## src/sv/d2c_pkg.sv

```systemverilog
`timescale 1ns / 1ps

package d2c_pkg;

    localparam int COORD_BITS = 12;

    localparam int RAW_W     = 16;
    localparam int SCALE_W   = 32;
    localparam int P_W       = RAW_W + SCALE_W;
    localparam int Q_FRAC    = 16;
    localparam int DQ_W      = P_W - Q_FRAC;
    localparam int FOC_W     = 16;
    localparam int INTR_FRAC = 4;
    localparam int PIX_W     = COORD_BITS + INTR_FRAC;
    localparam int DIFF_W    = ((PIX_W > FOC_W) ? PIX_W : FOC_W) + 1;

    localparam int NQ_W      = DIFF_W - 1 + Q_FRAC;
    localparam int ND_STEP   = 4;
    localparam int ND_STAGES = (NQ_W + ND_STEP - 1) / ND_STEP;
    localparam int NDV_W     = ND_STAGES * ND_STEP;
    localparam int NMAG_W    = 31;

    localparam int MX_W      = DQ_W + NMAG_W;
    localparam int LAT_W     = 40;
    localparam int ROT_W     = 20;
    localparam int ROT_FRAC  = 18;
    localparam int PROD_W    = ROT_W + LAT_W;
    localparam int ACC_W     = PROD_W + 1;
    localparam int PT_W      = 44;
    localparam int PRJ_W     = FOC_W + 1 + PT_W;
    localparam int SUM_W     = PRJ_W + 1;
    localparam int PNUM_W    = 64;
    localparam int PDEN_W    = 50;
    localparam int CMP_W     = PNUM_W + COORD_BITS;
    localparam int PRJ_STAGES = COORD_BITS + 1;

    localparam int PADDR_W   = 6;
    localparam int PDATA_W   = 64;
    localparam int ROW_W     = 60;
    localparam int FRAME_W   = 2 * COORD_BITS;

    typedef enum logic [2:0] {
        REG_DEPTH_SCALE = 3'd0,
        REG_DEPTH_INTR  = 3'd1,
        REG_COLOR_INTR  = 3'd2,
        REG_ROT_ROW0    = 3'd3,
        REG_ROT_ROW1    = 3'd4,
        REG_ROT_ROW2    = 3'd5,
        REG_TRANSLATION = 3'd6,
        REG_FRAME_SIZE  = 3'd7
    } t_reg_idx;

    typedef struct packed {
        logic [SCALE_W-1:0]         depth_scale;
        logic [63:0]                depth_intr;
        logic [63:0]                color_intr;
        logic [2:0][ROW_W-1:0]      rot_row;
        logic [ROW_W-1:0]           translation;
        logic [FRAME_W-1:0]         frame_size;
    } t_cfg;

endpackage

```

## src/sv/d2c_norm_div.sv

```systemverilog
`timescale 1ns / 1ps

module d2c_norm_div (
    input  logic                         i_clk,
    input  logic                         i_en,
    input  logic [d2c_pkg::DIFF_W-1:0]   i_diff,
    input  logic [d2c_pkg::FOC_W-1:0]    i_f,
    output logic [d2c_pkg::NMAG_W-1:0]   o_mag,
    output logic                         o_neg
);

    logic [d2c_pkg::DIFF_W-1:0] w_abs;
    logic [d2c_pkg::FOC_W-1:0]  w_rem [d2c_pkg::ND_STAGES+1];
    logic [d2c_pkg::NDV_W-1:0]  w_dvd [d2c_pkg::ND_STAGES+1];
    logic [d2c_pkg::NDV_W-1:0]  w_quo [d2c_pkg::ND_STAGES+1];
    logic                       w_neg [d2c_pkg::ND_STAGES+1];

    logic [d2c_pkg::FOC_W-1:0]  r_rem [d2c_pkg::ND_STAGES];
    logic [d2c_pkg::NDV_W-1:0]  r_dvd [d2c_pkg::ND_STAGES];
    logic [d2c_pkg::NDV_W-1:0]  r_quo [d2c_pkg::ND_STAGES];
    logic                       r_neg [d2c_pkg::ND_STAGES];
    logic [d2c_pkg::FOC_W-1:0]  n_rem [d2c_pkg::ND_STAGES];
    logic [d2c_pkg::NDV_W-1:0]  n_dvd [d2c_pkg::ND_STAGES];
    logic [d2c_pkg::NDV_W-1:0]  n_quo [d2c_pkg::ND_STAGES];

    assign w_abs    = i_diff[d2c_pkg::DIFF_W-1] ? ('0 - i_diff) : i_diff;
    assign w_neg[0] = i_diff[d2c_pkg::DIFF_W-1];
    assign w_rem[0] = '0;
    assign w_quo[0] = '0;
    assign w_dvd[0] = d2c_pkg::NDV_W'({w_abs[d2c_pkg::DIFF_W-2:0],
                                       {d2c_pkg::Q_FRAC{1'b0}}});

    for (genvar s = 0; s < d2c_pkg::ND_STAGES; s++) begin : g_stage
        always_comb begin : p_step
            logic [d2c_pkg::FOC_W:0]   v_t;
            logic [d2c_pkg::FOC_W-1:0] v_rem;
            logic [d2c_pkg::NDV_W-1:0] v_dvd;
            logic [d2c_pkg::NDV_W-1:0] v_quo;
            v_rem = w_rem[s];
            v_dvd = w_dvd[s];
            v_quo = w_quo[s];
            for (int k = 0; k < d2c_pkg::ND_STEP; k++) begin
                v_t   = {v_rem, v_dvd[d2c_pkg::NDV_W-1]};
                v_dvd = {v_dvd[d2c_pkg::NDV_W-2:0], 1'b0};
                if (v_t >= {1'b0, i_f}) begin
                    v_t   = v_t - {1'b0, i_f};
                    v_quo = {v_quo[d2c_pkg::NDV_W-2:0], 1'b1};
                end else begin
                    v_quo = {v_quo[d2c_pkg::NDV_W-2:0], 1'b0};
                end
                v_rem = v_t[d2c_pkg::FOC_W-1:0];
            end
            n_rem[s] = v_rem;
            n_dvd[s] = v_dvd;
            n_quo[s] = v_quo;
        end

        always_ff @(posedge i_clk) begin
            if (i_en) begin
                r_rem[s] <= n_rem[s];
                r_dvd[s] <= n_dvd[s];
                r_quo[s] <= n_quo[s];
                r_neg[s] <= w_neg[s];
            end
        end

        assign w_rem[s+1] = r_rem[s];
        assign w_dvd[s+1] = r_dvd[s];
        assign w_quo[s+1] = r_quo[s];
        assign w_neg[s+1] = r_neg[s];
    end

    // saturate to 2^31-1
    assign o_mag = (|w_quo[d2c_pkg::ND_STAGES][d2c_pkg::NDV_W-1:d2c_pkg::NMAG_W])
                 ? '1 : w_quo[d2c_pkg::ND_STAGES][d2c_pkg::NMAG_W-1:0];
    assign o_neg = w_neg[d2c_pkg::ND_STAGES];

endmodule

```

## config.mk

```make
export PLATFORM = sky130hd
export DESIGN_NAME = d2c_norm_div
export DESIGN_NICKNAME = d
export VERILOG_FILES = /design/src/sv/d2c_pkg.sv /design/src/sv/d2c_norm_div.sv
export SDC_FILE = /design/constraint.sdc
export NUM_CORES = 2
export LEC_CHECK = 0
export BUFFER_PORTS_ARGS = -buffer_cell sky130_fd_sc_hd__clkbuf_2
export CORE_ASPECT_RATIO = 1.25
export CORE_MARGIN = 10
export CORE_UTILIZATION = 56
export CTS_CLUSTER_SIZE = 8
export DETAILED_ROUTE_END_ITERATION = 10
export GPL_TIMING_DRIVEN = 0
export PLACE_DENSITY = 0.72
export SYNTH_ARGS = -nofsm -noshare
export SYNTH_HDL_FRONTEND = slang
export SYNTH_SLANG_ARGS = --single-unit
```

## constraint.sdc

```tcl
create_clock -name i_clk -period 23.1 [get_ports i_clk]
set_input_delay 4.62 -clock i_clk [delete_from_list [all_inputs] [get_ports i_clk]]
set_output_delay 4.62 -clock i_clk [all_outputs]
set_load 0.005 [all_outputs]
```

# Word-level counts from Yosys, hierarchy flattened
# Memories as Yosys holds them, arrays and structs flattened.
# Index checks and enable logic that the tools add are counted.
# Widths: inputs -> output; s select.
# word_totals
output_inout_bits	32
mem_bits_rw	616
mem_count	4
register_bits	0
input_bits	35
word_cells	137
# memory_table
name	words	width	rd	rd_clocked_by_memory_dff	write_ports	line	rtl
r_quo	8	32	8	0	8	d2c_norm_div.sv:20	logic [d2c_pkg::NDV_W-1:0] r_quo [d2c_pkg::ND_STAGES];
r_dvd	8	28	7	0	8	d2c_norm_div.sv:19	logic [d2c_pkg::NDV_W-1:0] r_dvd [d2c_pkg::ND_STAGES];
r_rem	8	16	7	0	8	d2c_norm_div.sv:18	logic [d2c_pkg::FOC_W-1:0] r_rem [d2c_pkg::ND_STAGES];
r_neg	8	1	8	0	8	d2c_norm_div.sv:21	logic r_neg [d2c_pkg::ND_STAGES];
# op_classes
n_lt_le_gt_ge	32
addsub	33
n_mux	68
# op_table
op	count
$mux 16	33
$ge 17x16->1	31
$sub 16x16->16	31
$mux 1	34
$mux 31	1
$ge 1x16->1	1
$sub 1x16->16	1
$sub 1x16->16 const A	1

# Logic depth before layout (Yosys ltp)
# logic_depth
word_depth	10
ltp_mapped	50
depth_no_buf	45

# Worst setup path before layout
# OpenSTA, ideal clock, no wires.
# synth_timing
path_kind	input to register
start	input i_f[1] (netlist bit)
end	memory r_rem[3][12] (netlist bit) (data pin)
stages	48
arrival_ps	16325
required_time_ps	22839
n_path_buf	5
setup_time_ps	261
slack_ps	6514
cell_sequence	buf_2 clkinv_1 ha_1 nor2b_1 o31a_1 o221a_4 o22ai_4 a22oi_1 clkbuf_1 buf_1 mux2_2 ha_1 a21oi_1 o221ai_1 and3b_1 a21oi_1 a21o_1 o211ai_1 [... 12 more ...] a31o_2 a221oi_4 clkbuf_1 nand2_1 o21ai_0 ha_1 nor2b_1 o21ai_0 a21oi_1 o41ai_1 o21ai_0 a221oi_1 o21ai_0 a221o_1 nor3_1 or2_4 inv_2 a221o_1
# synth_rtl
element	line	rtl
start: declaration	d2c_norm_div.sv:7	input logic [d2c_pkg::FOC_W-1:0] i_f,
end: declaration	d2c_norm_div.sv:18	

==> run metrics <==
final setup vio count=0; met3 wire length=4.10 mm; Synth cell types=107; DR WL/cell=19.6 um; RSZ-0062 raised after global routing=false; Layout area overhead=8.12%; R2R cell count=45; Max Buffers Root-to-Sink=3; YS warnings=0; number of synthesized flops with an enable pin=288; Syn Inst Count=4063; outcome=finished clean; R2R Setup Slk=9.57 ns; Num CTS Buffers=43; largest net degree at the start of global routing=114; average size of a mapped cell=8.88 um2; worst-path fanout max=28; share of layout cells above drive strength 1=11.9%; CTS tree=yes; hold_buf cts=0; setup TNS=0 ns; async set-reset flop share out of synthesis=0%; WL final=98.8 mm; Seq/Total Area, Yosys=24.0%; Worst Path Buf+Inv=11; total track usage=25.5%; RR Endpoint=r_rem[3][12]; syn_nets=4603; met1 wire length=42.1 mm; post-CTS resize count=0; R2R Path Start=r_rem[2][9]; Hold Path End=r_quo[1][123]; Least-Margin Pin Slew=1.27 ns; Max transition margin=14.9%; Fin Clk Skew=0.0318 ns; die width=247 um; vias=31600; Yosys top cell area share=24.0%; startpoint types=input pin; dominant cell type by area after synthesis=edfxtp_1; RePlAce Congestion=0.944; maximum clock frequency=52.6 MHz; Clock transition at path regs=0.05 ns; Crit path largest cell delay=0.54 ns; worst skew pair latency=0.60 ns; DR top layer=met4; Slew Viols, Final=0; slowest CP cell=clkinv_2; Final Core Density=61.4%; Core ar.=63500 um2; Setup CP Type=in -> reg; Hold WC Path Type=reg -> reg; postcts setup bufs=0; die area=75000 um2; clock sink total=288; number of diodes=0; initial antenna violation count=0; DRC=0; cell mode on critical path=o21ai_0; DP HPWL=73.7 mm; I/O Pins=67; DR iter-0 viols=1991; WP data required=23.40 ns; first-pass GRT wire length=157 mm; die height=304 um; placed insts=4986; CTS H-tree lvls=2; root buffer cell=clkbuf_16; hold path cells=0; post-route minimum period=19.02 ns; port bufs=66; CP arrival=19.33 ns; max cap viols=0; site row count=103; CP Capture Type=flip-flop; post-route insts no fill=5040; grt ovf=0; top cells by area, synth=edfxtp_1 (24%), ha_1 (17%), mux2_2 (6.6%); fin crit share=82.4%; metal2 WL=48.7 mm; Final #Nets=4731; Initial Util=56.8%; number of hold violations in the final report=0; worst hold start=r_quo[1][87]; DRT Pass-1 Iters=7; antenna viol nets, final=0; Yosys reg bits=288; Synth Flop Type=edfxtp_1; DR vias/cell=6.26; cell family contributing the most delay on the critical path=compound AO/OA/AOI/OAI gates; post-synthesis cell area=36100 um2; vias in the first global route=30500
-- worst max path at each step --
| stage | slack, ns | depth (start not counted) | endpoint | startpoint |
|---|---|---|---|---|
| after global placement | 1.92 | 48 | r_rem[3][12] | i_f[1] |
| after CTS | 4.20 | 51 | r_rem[3][12] | i_f[1] |
| final | 4.08 | 49 | r_rem[3][12] | i_f[1] |
| after detailed placement | 3.65 | 51 | r_rem[3][12] | i_f[1] |
| after floorplan | 6.51 | 48 | r_rem[3][12] | i_f[1] |
| after global routing | 2.92 | 52 | r_rem[3][0] | i_f[1] |
-- cell usage in the layout (no fill, tap or decap), types with 19 or more instances in the layout --
master,n
a21oi_1,331
o21bai_1,57
or3_1,27
clkbuf_2,65
inv_1,164
and3_1,30
o31ai_1,37
fa_1,19
mux2i_1,34
nor4_1,21
nand2b_1,52
clkbuf_1,45
or2_2,50
inv_2,24
nand3_1,72
a21o_1,149
o21ai_0,266
nor3_1,113
and2_1,23
edfxtp_1,288
o21a_1,86
xor2_1,115
o211ai_1,25
xnor2_1,245
nand4_1,62
nand2_1,275
nor2_1,291
a211o_1,22
nor2b_1,65
o221ai_1,19
a31oi_1,34
ha_1,486
a211oi_1,41
clkbuf_16,43
mux2_2,212
-- cell usage after synthesis, types with 22 or more instances --
master,instances
a211oi_1,41
nand3_1,72
edfxtp_1,288
xnor2_1,245
nand2_1,275
a31oi_1,34
nor3_1,113
clkbuf_1,42
nor2_1,291
a21o_1,149
nand2b_1,52
and3_1,30
o31ai_1,37
ha_1,486
xor2_1,115
nand4_1,62
nor2b_1,65
and2_1,23
a211o_1,22
o211ai_1,25
o21ai_0,266
or2_2,50
mux2_2,212
o21bai_1,57
inv_1,178
a21oi_1,331
o21a_1,86
mux2i_1,34
or3_1,27
-- cells by family (layout without fill, tap and decap cells) --
kind of cell	after synthesis	after routing	share of synthesized area [%]
AND/OR/NAND/NOR	1141	1141	15.6
multiplexers	254	254	7.88
flip-flops	288	288	24.0
buffers and inverters	263	400	2.88
AO/OA/AOI/OAI	1252	1252	23.0
XOR/XNOR	360	360	8.74
adder cells (fa/ha/maj)	505	505	17.9
-- stage by stage --
stage / hold WS, ns / cell area, um2 / setup slack (ns)
2_1_floorplan: 0.400 / 36100 / 6.51
3_3_place_gp: 0.400 / 37400 / 1.92
3_5_place_dp: 0.405 / 37800 / 3.65
4_1_cts: 0.401 / 39000 / 4.20
5_1_grt: 0.407 / 39000 / 2.92
6_report: 0.402 / 39000 / 4.08
-- cell type report --
type | instances | area [um2]
clock inverters | 8 | 95.1
well taps | 840 | 1050
clock buffers | 46 | 1090
flip-flops and latches | 288 | 8650
plain buffers | 72 | 322
fillers | 5589 | 24500
repair buffers | 83 | 694
multi-input cells | 3512 | 26400
inverters | 191 | 718
-- state kept, by name, indices dropped and copies added (netlist names) --
name and flops:
r_dvd 24, r_neg 8, r_quo 144, r_rem 112
-- per-layer routing --
metal,vias up,track usage (%)
met5,-,0
met4,0,10.2
met3,223,2.49
met2,758,45.0
met1,14900,31.0
li1,15600,-
Power is not shown: default switching activity piles up to over one toggle a cycle in this logic, so the estimate is an artifact.
