### src/sv/d2c_pkg.sv
`timescale 1ns / 1ps

package d2c_pkg;

    localparam int COORD_BITS = 12;

    localparam int RAW_W     = 16;
    localparam int SCALE_W   = 32;
    localparam int P_W       = RAW_W + SCALE_W;
    localparam int Q_FRAC    = 16;
    localparam int DQ_W      = P_W - Q_FRAC;
    localparam int FOC_W     = 16;
    localparam int INTR_FRAC = 4;
    localparam int PIX_W     = COORD_BITS + INTR_FRAC;
    localparam int DIFF_W    = ((PIX_W > FOC_W) ? PIX_W : FOC_W) + 1;

    localparam int NQ_W      = DIFF_W - 1 + Q_FRAC;
    localparam int ND_STEP   = 4;
    localparam int ND_STAGES = (NQ_W + ND_STEP - 1) / ND_STEP;
    localparam int NDV_W     = ND_STAGES * ND_STEP;
    localparam int NMAG_W    = 31;

    localparam int MX_W      = DQ_W + NMAG_W;
    localparam int LAT_W     = 40;
    localparam int ROT_W     = 20;
    localparam int ROT_FRAC  = 18;
    localparam int PROD_W    = ROT_W + LAT_W;
    localparam int ACC_W     = PROD_W + 1;
    localparam int PT_W      = 44;
    localparam int PRJ_W     = FOC_W + 1 + PT_W;
    localparam int SUM_W     = PRJ_W + 1;
    localparam int PNUM_W    = 64;
    localparam int PDEN_W    = 50;
    localparam int CMP_W     = PNUM_W + COORD_BITS;
    localparam int PRJ_STAGES = COORD_BITS + 1;

    localparam int PADDR_W   = 6;
    localparam int PDATA_W   = 64;
    localparam int ROW_W     = 60;
    localparam int FRAME_W   = 2 * COORD_BITS;

    typedef enum logic [2:0] {
        REG_DEPTH_SCALE = 3'd0,
        REG_DEPTH_INTR  = 3'd1,
        REG_COLOR_INTR  = 3'd2,
        REG_ROT_ROW0    = 3'd3,
        REG_ROT_ROW1    = 3'd4,
        REG_ROT_ROW2    = 3'd5,
        REG_TRANSLATION = 3'd6,
        REG_FRAME_SIZE  = 3'd7
    } t_reg_idx;

    typedef struct packed {
        logic [SCALE_W-1:0]         depth_scale;
        logic [63:0]                depth_intr;
        logic [63:0]                color_intr;
        logic [2:0][ROW_W-1:0]      rot_row;
        logic [ROW_W-1:0]           translation;
        logic [FRAME_W-1:0]         frame_size;
    } t_cfg;

endpackage

### src/sv/d2c_rnd_div.sv
`timescale 1ns / 1ps

module d2c_rnd_div (
    input  logic                           i_clk,
    input  logic                           i_en,
    input  logic [d2c_pkg::PNUM_W-1:0]     i_num,
    input  logic [d2c_pkg::PDEN_W-1:0]     i_den,
    output logic [d2c_pkg::COORD_BITS-1:0] o_quo,
    output logic                           o_ok
);

    logic [d2c_pkg::PNUM_W-1:0]     r_rem [d2c_pkg::PRJ_STAGES];
    logic [d2c_pkg::PDEN_W-1:0]     r_den [d2c_pkg::PRJ_STAGES];
    logic [d2c_pkg::COORD_BITS-1:0] r_quo [d2c_pkg::PRJ_STAGES];
    logic                           r_ok  [d2c_pkg::PRJ_STAGES];
    logic [d2c_pkg::PNUM_W-1:0]     n_rem [d2c_pkg::PRJ_STAGES];
    logic [d2c_pkg::COORD_BITS-1:0] n_quo [d2c_pkg::PRJ_STAGES];
    logic                           n_ok;

    // quotient must fit in COORD_BITS
    assign n_ok     = d2c_pkg::CMP_W'(i_num)
                    < (d2c_pkg::CMP_W'(i_den) << d2c_pkg::COORD_BITS);
    assign n_rem[0] = i_num;
    assign n_quo[0] = '0;

    always_ff @(posedge i_clk) begin
        if (i_en) begin
            r_rem[0] <= n_rem[0];
            r_den[0] <= i_den;
            r_quo[0] <= n_quo[0];
            r_ok[0]  <= n_ok;
        end
    end

    for (genvar s = 1; s < d2c_pkg::PRJ_STAGES; s++) begin : g_stage
        always_comb begin : p_step
            logic [d2c_pkg::CMP_W-1:0] v_sh;
            logic [d2c_pkg::CMP_W-1:0] v_r;
            v_sh = d2c_pkg::CMP_W'(r_den[s-1]) << (d2c_pkg::COORD_BITS - s);
            v_r  = d2c_pkg::CMP_W'(r_rem[s-1]);
            if (v_r >= v_sh) begin
                n_rem[s] = d2c_pkg::PNUM_W'(v_r - v_sh);
                n_quo[s] = {r_quo[s-1][d2c_pkg::COORD_BITS-2:0], 1'b1};
            end else begin
                n_rem[s] = r_rem[s-1];
                n_quo[s] = {r_quo[s-1][d2c_pkg::COORD_BITS-2:0], 1'b0};
            end
        end

        always_ff @(posedge i_clk) begin
            if (i_en) begin
                r_rem[s] <= n_rem[s];
                r_den[s] <= r_den[s-1];
                r_quo[s] <= n_quo[s];
                r_ok[s]  <= r_ok[s-1];
            end
        end
    end

    assign o_quo = r_quo[d2c_pkg::PRJ_STAGES-1];
    assign o_ok  = r_ok[d2c_pkg::PRJ_STAGES-1];

endmodule

### config.mk
export PLATFORM = sky130hd
export DESIGN_NAME = d2c_rnd_div
export DESIGN_NICKNAME = d
export VERILOG_FILES = /design/src/sv/d2c_pkg.sv /design/src/sv/d2c_rnd_div.sv
export SDC_FILE = /design/constraint.sdc
export NUM_CORES = 2
export LEC_CHECK = 0
export BUFFER_PORTS_ARGS = -buffer_cell sky130_fd_sc_hd__buf_2
export CORE_MARGIN = 10
export CORE_UTILIZATION = 30
export DETAILED_ROUTE_END_ITERATION = 8
export GPL_TIMING_DRIVEN = 1
export PLACE_DENSITY_LB_ADDON = 0.05
export RECOVER_POWER = 50
export SYNTH_ARGS = -nofsm -noshare
export SYNTH_HDL_FRONTEND = slang
export SYNTH_SLANG_ARGS = --single-unit
### constraint.sdc
create_clock -name i_clk -period 3.65 [get_ports i_clk]
set_input_delay 0.9125 -clock i_clk [delete_from_list [all_inputs] [get_ports i_clk]]
set_output_delay 0.9125 -clock i_clk [all_outputs]
set_load 0.01 [all_outputs]
* Word level (Yosys, flattened, before mapping)
Memories as Yosys holds them, arrays and structs flattened.
Index checks and enable logic that the tools add are counted.
** Word-level totals
- Memory bits (writable) :: 1651
- Input bits :: 116
- Output and inout port bits :: 13
- Memories :: 4
- Word-level logic and storage cells :: 55
- Bits in registers :: 0
** Memories
- r_rem :: depth 13, bits a word 64, rd ports 12, clocked after memory_dff 0, write ports 13, line d2c_rnd_div.sv:12 : logic [d2c_pkg::PNUM_W-1:0] r_rem [d2c_pkg::PRJ_STAGES];
- r_den :: depth 13, bits a word 50, rd ports 12, clocked after memory_dff 0, write ports 13, line d2c_rnd_div.sv:13 : logic [d2c_pkg::PDEN_W-1:0] r_den [d2c_pkg::PRJ_STAGES];
- r_quo :: depth 13, bits a word 12, rd ports 13, clocked after memory_dff 0, write ports 13, line d2c_rnd_div.sv:14 : logic [d2c_pkg::COORD_BITS-1:0] r_quo [d2c_pkg::PRJ_STAGES];
- r_ok :: depth 13, bits a word 1, rd ports 13, clocked after memory_dff 0, write ports 13, line d2c_rnd_div.sv:15 : logic r_ok [d2c_pkg::PRJ_STAGES];
** Cells by class
- Magnitude comparators :: 13
- Mux-type cells :: 26
- Add/subtract/negate cells :: 12
** Operator list (number)
- $mux W64 :: 12
- $ge A64 B50 Y1 :: 1
- $ge A64 B51 Y1 :: 1
- $ge A64 B52 Y1 :: 1
- $ge A64 B53 Y1 :: 1
- $ge A64 B54 Y1 :: 1
- $ge A64 B55 Y1 :: 1
- $ge A64 B56 Y1 :: 1
- $ge A64 B57 Y1 :: 1
- $ge A64 B58 Y1 :: 1
- $ge A64 B59 Y1 :: 1
- $ge A64 B60 Y1 :: 1
- $ge A64 B61 Y1 :: 1
- $lt A64 B62 Y1 :: 1
- $sub A64 B50 Y64 :: 1
- $sub A64 B51 Y64 :: 1
- $sub A64 B52 Y64 :: 1
- $sub A64 B53 Y64 :: 1
- $sub A64 B54 Y64 :: 1
- $sub A64 B55 Y64 :: 1
- $sub A64 B56 Y64 :: 1
- $sub A64 B57 Y64 :: 1
- $sub A64 B58 Y64 :: 1
- $sub A64 B59 Y64 :: 1
- 3 further kinds :: 16

* Logic depth before layout (Yosys ltp)
An unclocked memory read counts as a cell.
- Depth in word-level cells :: 3
- Gate-level depth with buffers :: 17
- Depth with buffers taken out :: 15

* Worst setup path after synthesis
Ideal clock, no wire load.
- Kind :: reg2reg
- Start :: memory r_den[2][0] (netlist bit)
- End :: memory r_rem[2][117] (netlist bit), data pin
- Required time :: 3.371 ns
- Buffers on the path :: 0
- Setup time :: 0.279 ns
- Stages on the path, launching flop included :: 14
- Arrival :: 3.311 ns
- Path slack :: 0.060 ns
- Period minus slack after synthesis :: 3.590 ns
- Cell sequence :: edfxtp_1 -> ha_1 -> fa_1 -> nor2b_1 -> o31a_1 -> o21a_1 -> o311ai_2 -> o311ai_2 -> o211ai_2 -> a2111oi_1 -> o41ai_4 -> o21bai_1 -> a2111oi_0 -> xor2_1
** RTL lines (line)
- start, declared :: d2c_rnd_div.sv:13
- end, declared :: d2c_rnd_div.sv:12

==> impl_metrics.env <==
export IMPL_status="finished, violations left"
export IMPL_violations="capacitance limit, slew limit, setup timing"
export IMPL_fin_nets=11316
export IMPL_numClockSinks=1459
export IMPL_wl_per_cell_um=18.3
export IMPL_yosysWarnings=0
export IMPL_ant_nets=0
export IMPL_synth_area_um2=88000
export IMPL_critPathArrivalTime_ns=4.36
export IMPL_antenna_found_initial=1
export IMPL_p_leak_nw=49.1
export IMPL_cts_root_buf="clkbuf_16"
export IMPL_insertion_delay_ns=0.86
export IMPL_required_ns=4.24
export IMPL_drc=0
export IMPL_slew_viol_final=49
export IMPL_synth_cells=8579
export IMPL_hold_path_class="input port to flop"
export IMPL_rsz0062_at_grt="yes"
export IMPL_die_w_um=562
export IMPL_die_area_um2=315000
export IMPL_reg2reg_setup_slack_ns=-0.12
export IMPL_syn2layout_area_growth_pct=34.2
export IMPL_fin_crit_ns=3.77
export IMPL_relSlewSlack=-0.523
export IMPL_io_pin_count=129
export IMPL_grt_max_degree=94
export IMPL_finalHoldViolCount=0
export IMPL_drive_gt1_frac=0.277
export IMPL_port_buffers=128
export IMPL_cts_hold_buf=0
export IMPL_viasPerCell=4.70
export IMPL_holdPathStages=1
export IMPL_htreeDepth=4
export IMPL_core_area_um2=292000
export IMPL_final_common_cell="buf_4"
export IMPL_clockBufferDepth=4
export IMPL_clkSlewWorstSetupHoldPaths_ns=0.05
export IMPL_rows=198
export IMPL_synth_enable_flop_cells=1459
export IMPL_finalWirelength_mm=266
export IMPL_die_h_um=562
export IMPL_mostFrequentLayoutCells="buf_4 (1585), edfxtp_1 (1459), inv_1 (781)"
export IMPL_period_share=1.03
export IMPL_skew_ns=0.0328
export IMPL_postLayoutCoreUtil=0.405
export IMPL_synth_top_area_frac=0.498
export IMPL_tightestPinTransition_ns=2.28
export IMPL_worst_slack_ns=-0.123
export IMPL_critical_path_peak_fanout=4
export IMPL_r2r_end="r_rem[2][117]"
export IMPL_drt_first_iter_violations=3462
export IMPL_numCtsBuffers=187
export IMPL_ys_flop_type="edfxtp_1"
export IMPL_grt_pass1_wl_mm=403
export IMPL_hpwl_mm=207
export IMPL_synth_net_count=9355
export IMPL_endpoint_kind="flop"
export IMPL_r2r_cells=17
export IMPL_power_density_nw_per_um2=777
export IMPL_seq_area_frac_synth=0.498
export IMPL_synth_cell_types=88
export IMPL_synth_top_area_cell="edfxtp_1"
export IMPL_synth_async_reset_ratio=0
export IMPL_hold_path_endpoint="r_rem[0][7]"
export IMPL_ir_worst_vdd_mv=0.355
export IMPL_cts_tree="yes"
export IMPL_track_usage=0.159
export IMPL_start_util=0.302
export IMPL_grt_pass1_vias=72650
export IMPL_synthTopCellsByArea="edfxtp_1 (50%), ha_1 (9.2%), a21oi_1 (4.5%), o21ai_0 (3.8%), inv_1 (3.4%)"
export IMPL_num_vias=68548
export IMPL_start_kind="flop"
export IMPL_first_pass_iters=5
export IMPL_setup_tns_ns=-0.804
export IMPL_hold_slack_ns=0.227
export IMPL_maxCapViolations=1
export IMPL_ys_seq_elements=1459
export IMPL_syn_area_per_cell_um2=10.3
export IMPL_r2r_start="r_den[2][0]"
export IMPL_hp_start="i_num[7]"
export IMPL_finalWeightedCongestion=0.864
export IMPL_gr_total_overflow=0
export IMPL_path_class="flop to flop"
export IMPL_fmax_mhz=265
export IMPL_setup_viol=15
==> area by class of cell <==
| class | instances | area, um^2 |
|---|---|---|
| clock inverter | 110 | 968 |
| timing repair buffer | 2106 | 16800 |
| antenna | 3 | 7.51 |
| sequential | 1459 | 43800 |
| tap | 3900 | 4880 |
| inverter | 809 | 3040 |
| multi-input combinational | 5977 | 43600 |
| clock buffer | 229 | 4940 |
| fill | 28487 | 174000 |
==> worst max-delay path by stage <==
stage / start / to / slack (ns) / cells after the start
after floorplan: r_den[2][0] / r_rem[2][117] / 0.06 / 13
after global placement: r_den[1][100] / r_rem[1][249] / -1.35 / 17
after detailed placement: r_den[1][100] / r_rem[1][253] / -1.33 / 17
after CTS: r_den[2][0] / r_rem[2][117] / -0.29 / 16
after global routing: r_den[2][0] / r_rem[2][125] / -0.29 / 17
final: r_den[2][0] / r_rem[2][117] / -0.12 / 17
==> timing repair <==
action,in CTS,in global routing
gates cloned,13,21
buffers inserted,57,113
gates resized for setup,440,627
pin swaps,145,263
endpoints found under the hold margin,0,0
setup endpoints to repair,477,482
==> through the flow <==
stage / instances / power, W / instance area, um^2 / worst slack [ns]
after detailed placement: 14073 / 0.0703 / 106000 / -1.33
final: 14593 / 0.0917 / 118000 / -0.123
after global routing: 14592 / 0.0985 / 118000 / -0.287
after global placement: 14073 / 0.0704 / 106000 / -1.35
after CTS: 14477 / 0.0906 / 115000 / -0.288
after floorplan: 8579 / 0.0513 / 88000 / 0.0596
==> logic make-up after synthesis <==
family / after synthesis / synth area share
XOR/XNOR: 588 / 0.0585
multiplexers: 61 / 0.00775
flip-flops: 1459 / 0.498
adder cells (fa/ha/maj): 660 / 0.0948
buffers and inverters: 1144 / 0.0492
AND/OR/NAND/NOR: 2169 / 0.117
AO/OA/AOI/OAI: 2498 / 0.174
==> critical path, stage by stage (launching register included) <==
cell       delay [ns]
edfxtp_1         0.43
ha_4             0.19
fa_2             0.35
nor2b_2          0.15
o31a_1           0.16
o21a_1           0.20
o311ai_4         0.09
buf_6            0.15
o311ai_4         0.32
o211ai_4         0.19
a2111oi_4        0.37
buf_4            0.19
o41ai_4          0.07
o21bai_1         0.14
buf_4            0.16
a2111oi_2        0.07
buf_4            0.15
xor2_1           0.13
==> flip-flops by register name, indices dropped and copies added (netlist names) <==
signal and cells:
r_rem 768, r_den 600, r_quo 78, r_ok 13
==> Yosys cell counts (all sizes together) (67+ instances only) <==
| cell | n |
|---|---|
| a21o | 371 |
| nand2b | 82 |
| nand2 | 742 |
| o21ai | 682 |
| nand4 | 176 |
| inv | 809 |
| ha | 649 |
| xnor2 | 331 |
| xor2 | 257 |
| clkbuf | 291 |
| a21oi | 799 |
| a31oi | 67 |
| nor2b | 89 |
| nor3 | 102 |
| edfxtp | 1459 |
| nand3 | 124 |
| nor2 | 523 |
| o21bai | 105 |
==> metal layers <==
layer,GRT usage,wire length (um),up-vias
met4,0.0726,14900,0
li1,-,-,35266
met3,0.0191,6490,547
met2,0.300,138000,961
met5,0,0,-
met1,0.178,107000,31774
==> report_power, final <==
part / total [W] / leakage [nW] / internal [W] / switching [W]
logic: 0.0468 / 32.1 / 0.0226 / 0.0243
registers: 0.0270 / 14.2 / 0.0244 / 0.00264
clock network: 0.0179 / 2.85 / 0.0106 / 0.00723
total: 0.0917 / 49.1 / 0.0576 / 0.0341
Note: power is estimated with default switching activity, not from simulation.
