File: src/sv/d2c_pkg.sv
`timescale 1ns / 1ps

package d2c_pkg;

    localparam int COORD_BITS = 12;

    localparam int RAW_W     = 16;
    localparam int SCALE_W   = 32;
    localparam int P_W       = RAW_W + SCALE_W;
    localparam int Q_FRAC    = 16;
    localparam int DQ_W      = P_W - Q_FRAC;
    localparam int FOC_W     = 16;
    localparam int INTR_FRAC = 4;
    localparam int PIX_W     = COORD_BITS + INTR_FRAC;
    localparam int DIFF_W    = ((PIX_W > FOC_W) ? PIX_W : FOC_W) + 1;

    localparam int NQ_W      = DIFF_W - 1 + Q_FRAC;
    localparam int ND_STEP   = 4;
    localparam int ND_STAGES = (NQ_W + ND_STEP - 1) / ND_STEP;
    localparam int NDV_W     = ND_STAGES * ND_STEP;
    localparam int NMAG_W    = 31;

    localparam int MX_W      = DQ_W + NMAG_W;
    localparam int LAT_W     = 40;
    localparam int ROT_W     = 20;
    localparam int ROT_FRAC  = 18;
    localparam int PROD_W    = ROT_W + LAT_W;
    localparam int ACC_W     = PROD_W + 1;
    localparam int PT_W      = 44;
    localparam int PRJ_W     = FOC_W + 1 + PT_W;
    localparam int SUM_W     = PRJ_W + 1;
    localparam int PNUM_W    = 64;
    localparam int PDEN_W    = 50;
    localparam int CMP_W     = PNUM_W + COORD_BITS;
    localparam int PRJ_STAGES = COORD_BITS + 1;

    localparam int PADDR_W   = 6;
    localparam int PDATA_W   = 64;
    localparam int ROW_W     = 60;
    localparam int FRAME_W   = 2 * COORD_BITS;

    typedef enum logic [2:0] {
        REG_DEPTH_SCALE = 3'd0,
        REG_DEPTH_INTR  = 3'd1,
        REG_COLOR_INTR  = 3'd2,
        REG_ROT_ROW0    = 3'd3,
        REG_ROT_ROW1    = 3'd4,
        REG_ROT_ROW2    = 3'd5,
        REG_TRANSLATION = 3'd6,
        REG_FRAME_SIZE  = 3'd7
    } t_reg_idx;

    typedef struct packed {
        logic [SCALE_W-1:0]         depth_scale;
        logic [63:0]                depth_intr;
        logic [63:0]                color_intr;
        logic [2:0][ROW_W-1:0]      rot_row;
        logic [ROW_W-1:0]           translation;
        logic [FRAME_W-1:0]         frame_size;
    } t_cfg;

endpackage

File: src/sv/d2c_regs.sv
`timescale 1ns / 1ps

module d2c_regs (
    input  logic                         i_clk,
    input  logic                         i_rst_n,
    input  logic                         psel,
    input  logic                         penable,
    input  logic                         pwrite,
    input  logic [d2c_pkg::PADDR_W-1:0]  paddr,
    input  logic [d2c_pkg::PDATA_W-1:0]  pwdata,
    output logic [d2c_pkg::PDATA_W-1:0]  prdata,
    output logic                         pready,
    output d2c_pkg::t_cfg                o_cfg
);

    d2c_pkg::t_cfg     r_cfg;
    d2c_pkg::t_cfg     n_cfg;
    d2c_pkg::t_reg_idx w_idx;

    assign w_idx  = d2c_pkg::t_reg_idx'(paddr[d2c_pkg::PADDR_W-1:3]);
    assign pready = 1'b1;
    assign o_cfg  = r_cfg;

    always_comb begin
        n_cfg = r_cfg;
        if (psel && penable && pwrite) begin
            unique case (w_idx)
                d2c_pkg::REG_DEPTH_SCALE: n_cfg.depth_scale = pwdata[d2c_pkg::SCALE_W-1:0];
                d2c_pkg::REG_DEPTH_INTR:  n_cfg.depth_intr  = pwdata;
                d2c_pkg::REG_COLOR_INTR:  n_cfg.color_intr  = pwdata;
                d2c_pkg::REG_ROT_ROW0:    n_cfg.rot_row[0]  = pwdata[d2c_pkg::ROW_W-1:0];
                d2c_pkg::REG_ROT_ROW1:    n_cfg.rot_row[1]  = pwdata[d2c_pkg::ROW_W-1:0];
                d2c_pkg::REG_ROT_ROW2:    n_cfg.rot_row[2]  = pwdata[d2c_pkg::ROW_W-1:0];
                d2c_pkg::REG_TRANSLATION: n_cfg.translation = pwdata[d2c_pkg::ROW_W-1:0];
                d2c_pkg::REG_FRAME_SIZE:  n_cfg.frame_size  = pwdata[d2c_pkg::FRAME_W-1:0];
            endcase
        end
    end

    always_ff @(posedge i_clk) begin
        if (!i_rst_n) begin
            r_cfg <= '0;
        end else begin
            r_cfg <= n_cfg;
        end
    end

    always_comb begin
        unique case (w_idx)
            d2c_pkg::REG_DEPTH_SCALE: prdata = d2c_pkg::PDATA_W'(r_cfg.depth_scale);
            d2c_pkg::REG_DEPTH_INTR:  prdata = r_cfg.depth_intr;
            d2c_pkg::REG_COLOR_INTR:  prdata = r_cfg.color_intr;
            d2c_pkg::REG_ROT_ROW0:    prdata = d2c_pkg::PDATA_W'(r_cfg.rot_row[0]);
            d2c_pkg::REG_ROT_ROW1:    prdata = d2c_pkg::PDATA_W'(r_cfg.rot_row[1]);
            d2c_pkg::REG_ROT_ROW2:    prdata = d2c_pkg::PDATA_W'(r_cfg.rot_row[2]);
            d2c_pkg::REG_TRANSLATION: prdata = d2c_pkg::PDATA_W'(r_cfg.translation);
            d2c_pkg::REG_FRAME_SIZE:  prdata = d2c_pkg::PDATA_W'(r_cfg.frame_size);
        endcase
    end

endmodule

File: config.mk
export PLATFORM = sky130hd
export DESIGN_NAME = d2c_regs
export DESIGN_NICKNAME = d
export VERILOG_FILES = /design/src/sv/d2c_pkg.sv /design/src/sv/d2c_regs.sv
export SDC_FILE = /design/constraint.sdc
export NUM_CORES = 1
export LEC_CHECK = 0
export ABC_CLOCK_PERIOD_IN_PS = 4200
export BUFFER_PORTS_ARGS = -buffer_cell sky130_fd_sc_hd__buf_2
export CAP_MARGIN = 40
export CORE_AREA = 2 2 220 222
export DETAILED_ROUTE_END_ITERATION = 16
export DIE_AREA = 0 0 222 224
export PLACE_DENSITY = 0.65
export SYNTH_ARGS = -nofsm -noshare
export SYNTH_HDL_FRONTEND = slang
export SYNTH_SLANG_ARGS = --single-unit
File: constraint.sdc
create_clock -name i_clk -period 4.2 [get_ports i_clk]
set_clock_uncertainty 0.2 [all_clocks]
set_input_delay 0.63 -clock i_clk [delete_from_list [all_inputs] [get_ports i_clk]]
set_output_delay 0.63 -clock i_clk [all_outputs]
set_load 0.03 [all_outputs]
* Word level (Yosys, flattened, before mapping)
Index checks and enable logic that the tools add are counted.
** Storage, ports and cells
- Bits in latches :: 0
- Bits in writable memories :: 0
- Output and inout port bits :: 489
- Memories kept :: 0
- Input bits :: 75
- Word-level logic and storage cells :: 27
- Bits in registers :: 424
- Bits in read-only memories :: 0
** Operators by class
- Reduce and logical (&&, ||, !) cells :: 11
- Eq/ne operators :: 7
- Magnitude comparators :: 0
- Divide/modulo/power cells :: 0
- Bitwise logic cells :: 0
- $mul :: 0
- Multiplexer cells :: 1
- Add/subtract/negate cells :: 0
- Shifts and indexed selects :: 0
** Operator list (number)
- one-hot mux 64 bit (8 select lines) :: 1
- AND reduction 2 bit :: 8
- equality test 3 bit (second input constant) :: 4
- equality test 3 x 2 -> 1 bit (second input constant) :: 2
- equality test 3 x 1 -> 1 bit (second input constant) :: 1
- logical NOT 3 bit :: 1
- logical AND 1 bit :: 2

* Depth between registers and ports, before layout
Gate-level depths: netlist (run 1).
- Depth after elaboration :: 3
- Gate-level depth with buffers :: 6
- Mapped depth without buffers :: 3

* Worst setup path after synthesis (run 1)
OpenSTA, ideal clock, no wires.
- Kind :: input to output
- Start :: in paddr[4] (netlist bit)
- End :: out prdata[35] (netlist bit)
- Required time :: 3.370 ns
- Buffers on the path :: 4
- Slack :: 1.359 ns
- Cell stages on the path :: 6
- Arrival time :: 2.011 ns
- Cells stage by stage :: buf_2 > buf_2 > buf_2 > clkbuf_1 > a221oi_1 > a21oi_1
** On the way
- Longest elaborated chain between the ends :: 2
- Elaborated cells on any way between the ends :: 9
- Those cells by class :: 7 x eq/ne; 1 x mux; 1 x reduce/logical
** RTL lines
- from (decl) :: line d2c_regs.sv:9 : input logic [d2c_pkg::PADDR_W-1:0] paddr,
- equality test 3 bit, or another cell as far along :: line d2c_regs.sv:49 : unique case (w_idx)
- one-hot mux 64 bit (8 select lines) * :: line d2c_regs.sv:49
- to (decl) :: line d2c_regs.sv:11 : output logic [d2c_pkg::PDATA_W-1:0] prdata,
Mark *: on every way between the ends. The rest lies on a longest branch, timed or not.

* Final worst setup path (run 1)
- Start :: in paddr[3] (netlist bit)
- End :: out prdata[46] (netlist bit)
The elaborated chain is that of the path after synthesis.

==> impl_metrics.py, run 1 <==
metrics = {
    "sta": {
        "layout_min_cycle_time_ns": 3.51,
        "worstMarginPinSlew_ns": 0.814,
        "clock.fmax_mhz": 285,
        "tns_ns": 0,
        "timing_hold_violations_final": 0,
        "min_period_over_period": 0.836,
        "fin_hold_ws_ns": 0.132,
        "finalMaxSlewViolations": 0,
        "grt_setup_unrepaired": "false",
        "maxSlewHeadroom": 0.455,
        "final-setup-viol-count": 0,
    },
    "finish": {
        "layout_common_cells": "555 x sky130_fd_sc_hd__buf_2, 529 x sky130_fd_sc_hd__nand2_1, 471 x sky130_fd_sc_hd__mux2i_1, 424 x sky130_fd_sc_hd__dfxtp_1, 49 x sky130_fd_sc_hd__clkbuf_16",
        "layout-drive-gt1-share": 0.307,
        "fillCellCount": 4396,
        "area_growth_syn_to_layout_pct": 27.9,
        "finalNetCount": 2495,
        "largest_register_ff_count": 424,
        "commonest_non_fill_non_tap_cell_in_the_layout": "sky130_fd_sc_hd__buf_2",
    },
    "pwr": {
        "p_int_mw": 6.86,
        "p_per_area_nw_per_um2": 386,
        "power.net_switching_mw": 2.26,
        "power.share.combinational": 0.078,
        "switching_share": 0.248,
        "p_leak_nw": 10.6,
        "seq_power_share": 0.447,
        "power.clock.fraction": 0.475,
        "maximum_vdd_ir_drop_mv": 0.319,
    },
    "die": {
        "die_height_um": 224,
        "die_area_um2": 49700,
        "fp.dieW_um": 222,
        "initial_utilization": 0.390,
        "num_rows": 80,
        "top_ports": 564,
        "fp.coreArea_um2": 47300,
    },
    "route": {
        "routed_via_density": 5.50,
        "first_iter_violations": 944,
        "remaining_drc_errors": 0,
        "routed_wl_mm": 72.0,
        "route.vias.total": 16894,
        "post_drt_wl_per_cell_um": 23.4,
        "detail_route.first_pass.iterations": 5,
        "detail-route-antenna-nets": 0,
    },
    "global_route": {
        "grt.overflow.total": 0,
        "vias_in_the_first_global_route": 17062,
        "gr-usage-all-layers": 0.279,
        "antenna_found_initial": 1,
        "grt_max_degree": 105,
        "grt_pass1_wl_mm": 106,
    },
    "min_path": {
        "origin_of_the_worst_min_delay_path": "pwdata[60]",
        "min-delay-path-class": "input port to register",
    },
    "clock_tree": {
        "cts_hold_buf": 0,
        "clk_pin_slew_ns": 0.06,
        "clk-insertion-delay-late_ns": 0.56,
        "tritoncts.num_buffers": 47,
        "numClockSinks": 424,
        "cts_max_level": 2,
        "cts_resized": 0,
        "postCtsSetupRepairBufs": 0,
        "clock_tree_from_tritoncts": "yes",
        "cts.path.max_buffers": 3,
        "cts_root_buffer_type": "sky130_fd_sc_hd__clkbuf_16",
    },
    "synth": {
        "postSynthNetCount": 1991,
        "synth_ff_type": "sky130_fd_sc_hd__dfxtp_1",
        "cell_variety_after_synth": 30,
        "synth_top_cells_by_area": "sky130_fd_sc_hd__dfxtp_1 46%, sky130_fd_sc_hd__mux2i_1 26%, sky130_fd_sc_hd__nand2_1 11%",
        "synth_top_area_frac": 0.459,
        "seq_area_frac_synth": 0.459,
        "netlist.top_cell.by_area": "sky130_fd_sc_hd__dfxtp_1",
        "synthesized_instance_count": 1916,
        "synth_seq_cells": 424,
        "postSynth.asyncResetShare": 0,
        "synth.cell_area_um2": 18500,
        "synth_edf_count": 0,
        "synth.yosys.warnings": 0,
        "syn_area_per_cell_um2": 9.65,
    },
    "worst_setup_path": {
        "criticalPathCategory": "input port to output pin",
        "critPathRequiredTime_ns": 3.37,
        "r2r_path_start": "o_cfg[389]",
        "worst_setup_path_start_kind": "input port",
        "cp.arrival_ns": 2.68,
        "critical_path.endpoint_type": "output pin",
        "crit_path_start": "paddr[3]",
        "worstPathMaxFanout": 42,
    },
    "place": {
        "globalplace.congestion": 0.889,
        "post-dp-hpwl_mm": 48.7,
        "port-buffer-count": 559,
    },
    "run_status": {
        "outcome": "finished, final reports clean",
    },
    "flow_run": {
        "timing.max_cap.violations": 0,
    },
}
## metal layers
metal  track usage  routed length [µm]
met5             0                   0
met4         0.133                3070
met3        0.0666                5710
met2         0.471               34000
met1         0.336               29200
## critical path, stage by stage
cell	delay, ns
sky130_fd_sc_hd__buf_4	0.54
sky130_fd_sc_hd__buf_4	0.45
sky130_fd_sc_hd__nor2b_1	0.23
sky130_fd_sc_hd__buf_4	0.25
sky130_fd_sc_hd__a22oi_1	0.11
sky130_fd_sc_hd__o221ai_1	0.19
sky130_fd_sc_hd__buf_2	0.23
## cell usage after synthesis (11+ instances only)
master and count:
sky130_fd_sc_hd__nand2_1 529, sky130_fd_sc_hd__mux2i_1 471, sky130_fd_sc_hd__dfxtp_1 424, sky130_fd_sc_hd__clkbuf_1 79, sky130_fd_sc_hd__buf_2 64, sky130_fd_sc_hd__mux2_2 48
sky130_fd_sc_hd__inv_1 33, sky130_fd_sc_hd__a22oi_1 29, sky130_fd_sc_hd__nor2b_1 28, sky130_fd_sc_hd__a221oi_1 27, sky130_fd_sc_hd__o22ai_1 27, sky130_fd_sc_hd__o32a_1 25
sky130_fd_sc_hd__a22o_1 22, sky130_fd_sc_hd__o32ai_1 22, sky130_fd_sc_hd__a21oi_1 17, sky130_fd_sc_hd__o221ai_1 11
## logic make-up after synthesis
kind of cell           synth area share
buffers and inverters            0.0454
flip-flops                        0.459
other                          0.000203
AO/OA/AOI/OAI                    0.0865
AND/OR/NAND/NOR                   0.124
multiplexers                      0.284
## through the flow
step	utilization	cells	instance area, µm²	setup WS (ns)	power (mW)
floorplan	-	1916	18500	1.36	4.59
global placement	0.464	2985	22000	0.711	4.86
detailed placement	0.465	2986	22000	0.710	4.87
CTS	0.499	3073	23600	0.713	9.18
global route	0.499	3074	23600	0.580	9.37
finish	0.499	3074	23600	0.688	9.12
## power by group through the flow
stage	combinational, mW	sequential [mW]	clock [mW]
floorplan	0.373	4.22	0
global placement	0.697	4.16	0
detailed placement	0.709	4.16	0
CTS	0.711	4.08	4.39
global route	0.750	4.08	4.54
finish	0.713	4.08	4.33
## area by class of cell
cell class / count / area, µm² / area share
multi-input cells: 1299 / 9230 / 0.390
flip-flops and latches: 424 / 8490 / 0.359
repair buffers: 615 / 3410 / 0.144
clock buffers: 72 / 1440 / 0.0610
well taps: 615 / 769 / 0.0325
clock inverters: 15 / 181 / 0.00767
inverters: 33 / 124 / 0.00524
diodes: 1 / 2.50 / 0.000106
## final timing paths
kind	cells past startpoint	end	slack, ns
worst max-delay path	7	prdata[46]	0.69
worst min register to register	2	o_cfg[278]	0.27
worst max register to register	2	o_cfg[389]	3.25
worst min-delay path	3	o_cfg[388]	0.13
(Power assumes the default switching activity.)
==> inputs of run 2 (changes only) <==
- ABC_CLOCK_PERIOD_IN_PS: 4200 -> 3050
- PLACE_DENSITY: 0.65 -> 0.67
- clock period: 4.2 -> 3.05 ns (I/O delays scaled with it)
==> run 2 against run 1 <==
Critical path depth fell by 1. Worst hold slack lost 0.057 ns. Sequential share of layout area decreased by 0.46 points. Sequential power grew 38%. Count of clock-buffer cells in the layout decreased by 2. Critical endpoint is now prdata[0].
==> impl_metrics.py, run 2 (synthesis gave the netlist of run 1 again) <==
metrics = {
    "pwr": {
        "p_per_area_nw_per_um2": 512,
        "switching_share": 0.248,
        "total_power_mw": 12.3,
        "power.share.combinational": 0.083,
        "power.net_switching_mw": 3.04,
        "p_leak_nw": 10.7,
        "p_int_mw": 9.23,
        "seq_power_share": 0.458,
        "maximum_vdd_ir_drop_mv": 0.335,
        "power.clock.fraction": 0.459,
    },
    "global_route": {
        "gr_peak_layer": "met2",
        "antenna_found_initial": 3,
        "groute.layer.met3.usage": 0.0792,
        "grt_max_degree": 69,
        "gr-usage-all-layers": 0.278,
        "grt.overflow.total": 0,
        "grt_util_met2": 0.474,
        "vias_in_the_first_global_route": 17105,
        "grt_pass1_wl_mm": 106,
        "grt_util_met1": 0.327,
    },
    "worst_setup_path": {
        "critical_path.max_stage_delay_ns": 0.48,
        "criticalPathCategory": "input port to output pin",
        "critical_path.endpoint_type": "output pin",
        "worst_setup_path_start_kind": "input port",
        "timing.rr.end": "o_cfg[67]",
        "rrSetupSlack_ns": 2.12,
        "worstPathMaxFanout": 27,
        "cp.arrival_ns": 2.08,
        "reg2regPathDepth": 2,
        "critPathRequiredTime_ns": 2.39,
        "r2r_path_start": "o_cfg[67]",
        "critical_path.cell_chain": "buf_6 > and3b_1 > buf_12 > a22o_1 > o32a_1 > buf_2",
        "critical-path-slowest-cell": "sky130_fd_sc_hd__and3b_1",
    },
    "finish": {
        "finalCoreUtilization": 0.506,
        "layout-drive-gt1-share": 0.311,
        "fin_area_um2": 24000,
        "largest_register_ff_count": 424,
        "layout_common_cells": "555 x sky130_fd_sc_hd__buf_2, 529 x sky130_fd_sc_hd__nand2_1, 471 x sky130_fd_sc_hd__mux2i_1, 424 x sky130_fd_sc_hd__dfxtp_1, 53 x sky130_fd_sc_hd__buf_4",
        "fillCellCount": 4358,
        "commonest_non_fill_non_tap_cell_in_the_layout": "sky130_fd_sc_hd__buf_2",
        "finalNetCount": 2522,
        "area_growth_syn_to_layout_pct": 29.6,
    },
    "sta": {
        "min_period_over_period": 0.896,
        "timing_hold_violations_final": 0,
        "tns_ns": 0,
        "final-setup-viol-count": 0,
        "worstMarginPinSlew_ns": 0.619,
        "finalMaxSlewViolations": 0,
        "clock.fmax_mhz": 366,
        "layout_min_cycle_time_ns": 2.73,
        "grt_setup_unrepaired": "false",
        "maxSlewHeadroom": 0.587,
        "final_critical_path_setup_slack_ns": 0.316,
    },
    "route": {
        "routed_via_density": 5.52,
        "post_drt_wl_per_cell_um": 23.3,
        "routed_wl_mm": 72.2,
        "route.vias.total": 17095,
        "detail-route-antenna-nets": 0,
        "remaining_drc_errors": 0,
        "first_iter_violations": 1123,
        "detail_route.first_pass.iterations": 5,
    },
    "die": {
        "die_height_um": 224,
        "num_rows": 80,
        "fp.coreArea_um2": 47300,
        "initial_utilization": 0.390,
        "die_area_um2": 49700,
        "top_ports": 564,
        "fp.dieW_um": 222,
    },
    "clock_tree": {
        "clock_tree_from_tritoncts": "yes",
        "cts_max_level": 2,
        "tritoncts.num_buffers": 47,
        "numClockSinks": 424,
        "clk-insertion-delay-late_ns": 0.57,
        "cts_root_buffer_type": "sky130_fd_sc_hd__clkbuf_16",
        "cts.path.max_buffers": 3,
        "clk_pin_slew_ns": 0.06,
    },
    "run_status": {
        "outcome": "finished, final reports clean",
    },
    "min_path": {
        "min-delay-path-class": "input port to register",
        "hold_end": "o_cfg[367]",
        "worstHoldPathCells": 3,
        "origin_of_the_worst_min_delay_path": "pwdata[39]",
    },
    "place": {
        "post-dp-hpwl_mm": 50.0,
        "placed_area_um2": 22400,
        "globalplace.congestion": 0.894,
        "port-buffer-count": 559,
        "detailedPlace.worstSlack_ns": 0.320,
    },
    "flow_run": {
        "timing.max_cap.violations": 0,
    },
}
==> run 2: worst max path at each step <==
| stage | cells after the start | end | startpoint | slack (ns) |
|---|---|---|---|---|
| after floorplan | 6 | prdata[35] | paddr[4] | 0.55 |
| after global placement | 5 | prdata[0] | paddr[4] | 0.19 |
| after detailed placement | 6 | prdata[0] | paddr[4] | 0.32 |
| after CTS | 6 | prdata[0] | paddr[4] | 0.31 |
| after global routing | 6 | prdata[57] | paddr[4] | 0.23 |
| final | 6 | prdata[0] | paddr[4] | 0.32 |
==> run 2: metal layers <==
layer	routed length, µm	vias up
met4	2820	0
met2	34900	784
li1	-	7746
met3	6190	173
met1	28300	8392
met5	0	-
==> run 2: cell type report <==
cell class	instances	area, µm²	area share
inverters	33	124	0.00517
repair buffers	642	3810	0.159
diodes	2	5.00	0.000209
multi-input cells	1299	9230	0.385
clock inverters	12	120	0.00501
flip-flops and latches	424	8490	0.354
clock buffers	70	1410	0.0587
well taps	615	769	0.0321
==> run 2: critical path: cells and delay by family <==
kind            cells  cell delay [ns]
compound gates      2             0.36
simple gates        1             0.48
buf+inv             3             0.75
==> run 2: repair_timing <==
action                     CTS  global route
hold endpoints to repair     7             0
gates resized for setup      0             0
hold buffers                 4             0
setup endpoints to repair    0             0
setup buffers                0             0
==> run 2: power by group through the flow <==
stage / clock network [mW] / registers, mW / logic, mW
3_5_place_dp: 0 / 5.74 / 1.00
2_1_floorplan: 0 / 5.81 / 0.514
3_3_place_gp: 0 / 5.73 / 0.987
6_report: 5.63 / 5.61 / 1.01
5_1_grt: 5.96 / 5.62 / 1.06
4_1_cts: 5.73 / 5.61 / 1.01
==> run 2: stage by stage <==
step,hold slack (ns),instances
6_report,0.0744,3097
5_1_grt,0.0873,3097
4_1_cts,0.0399,3095
3_5_place_dp,0.261,3009
3_3_place_gp,0.252,3008
2_1_floorplan,0.390,1916
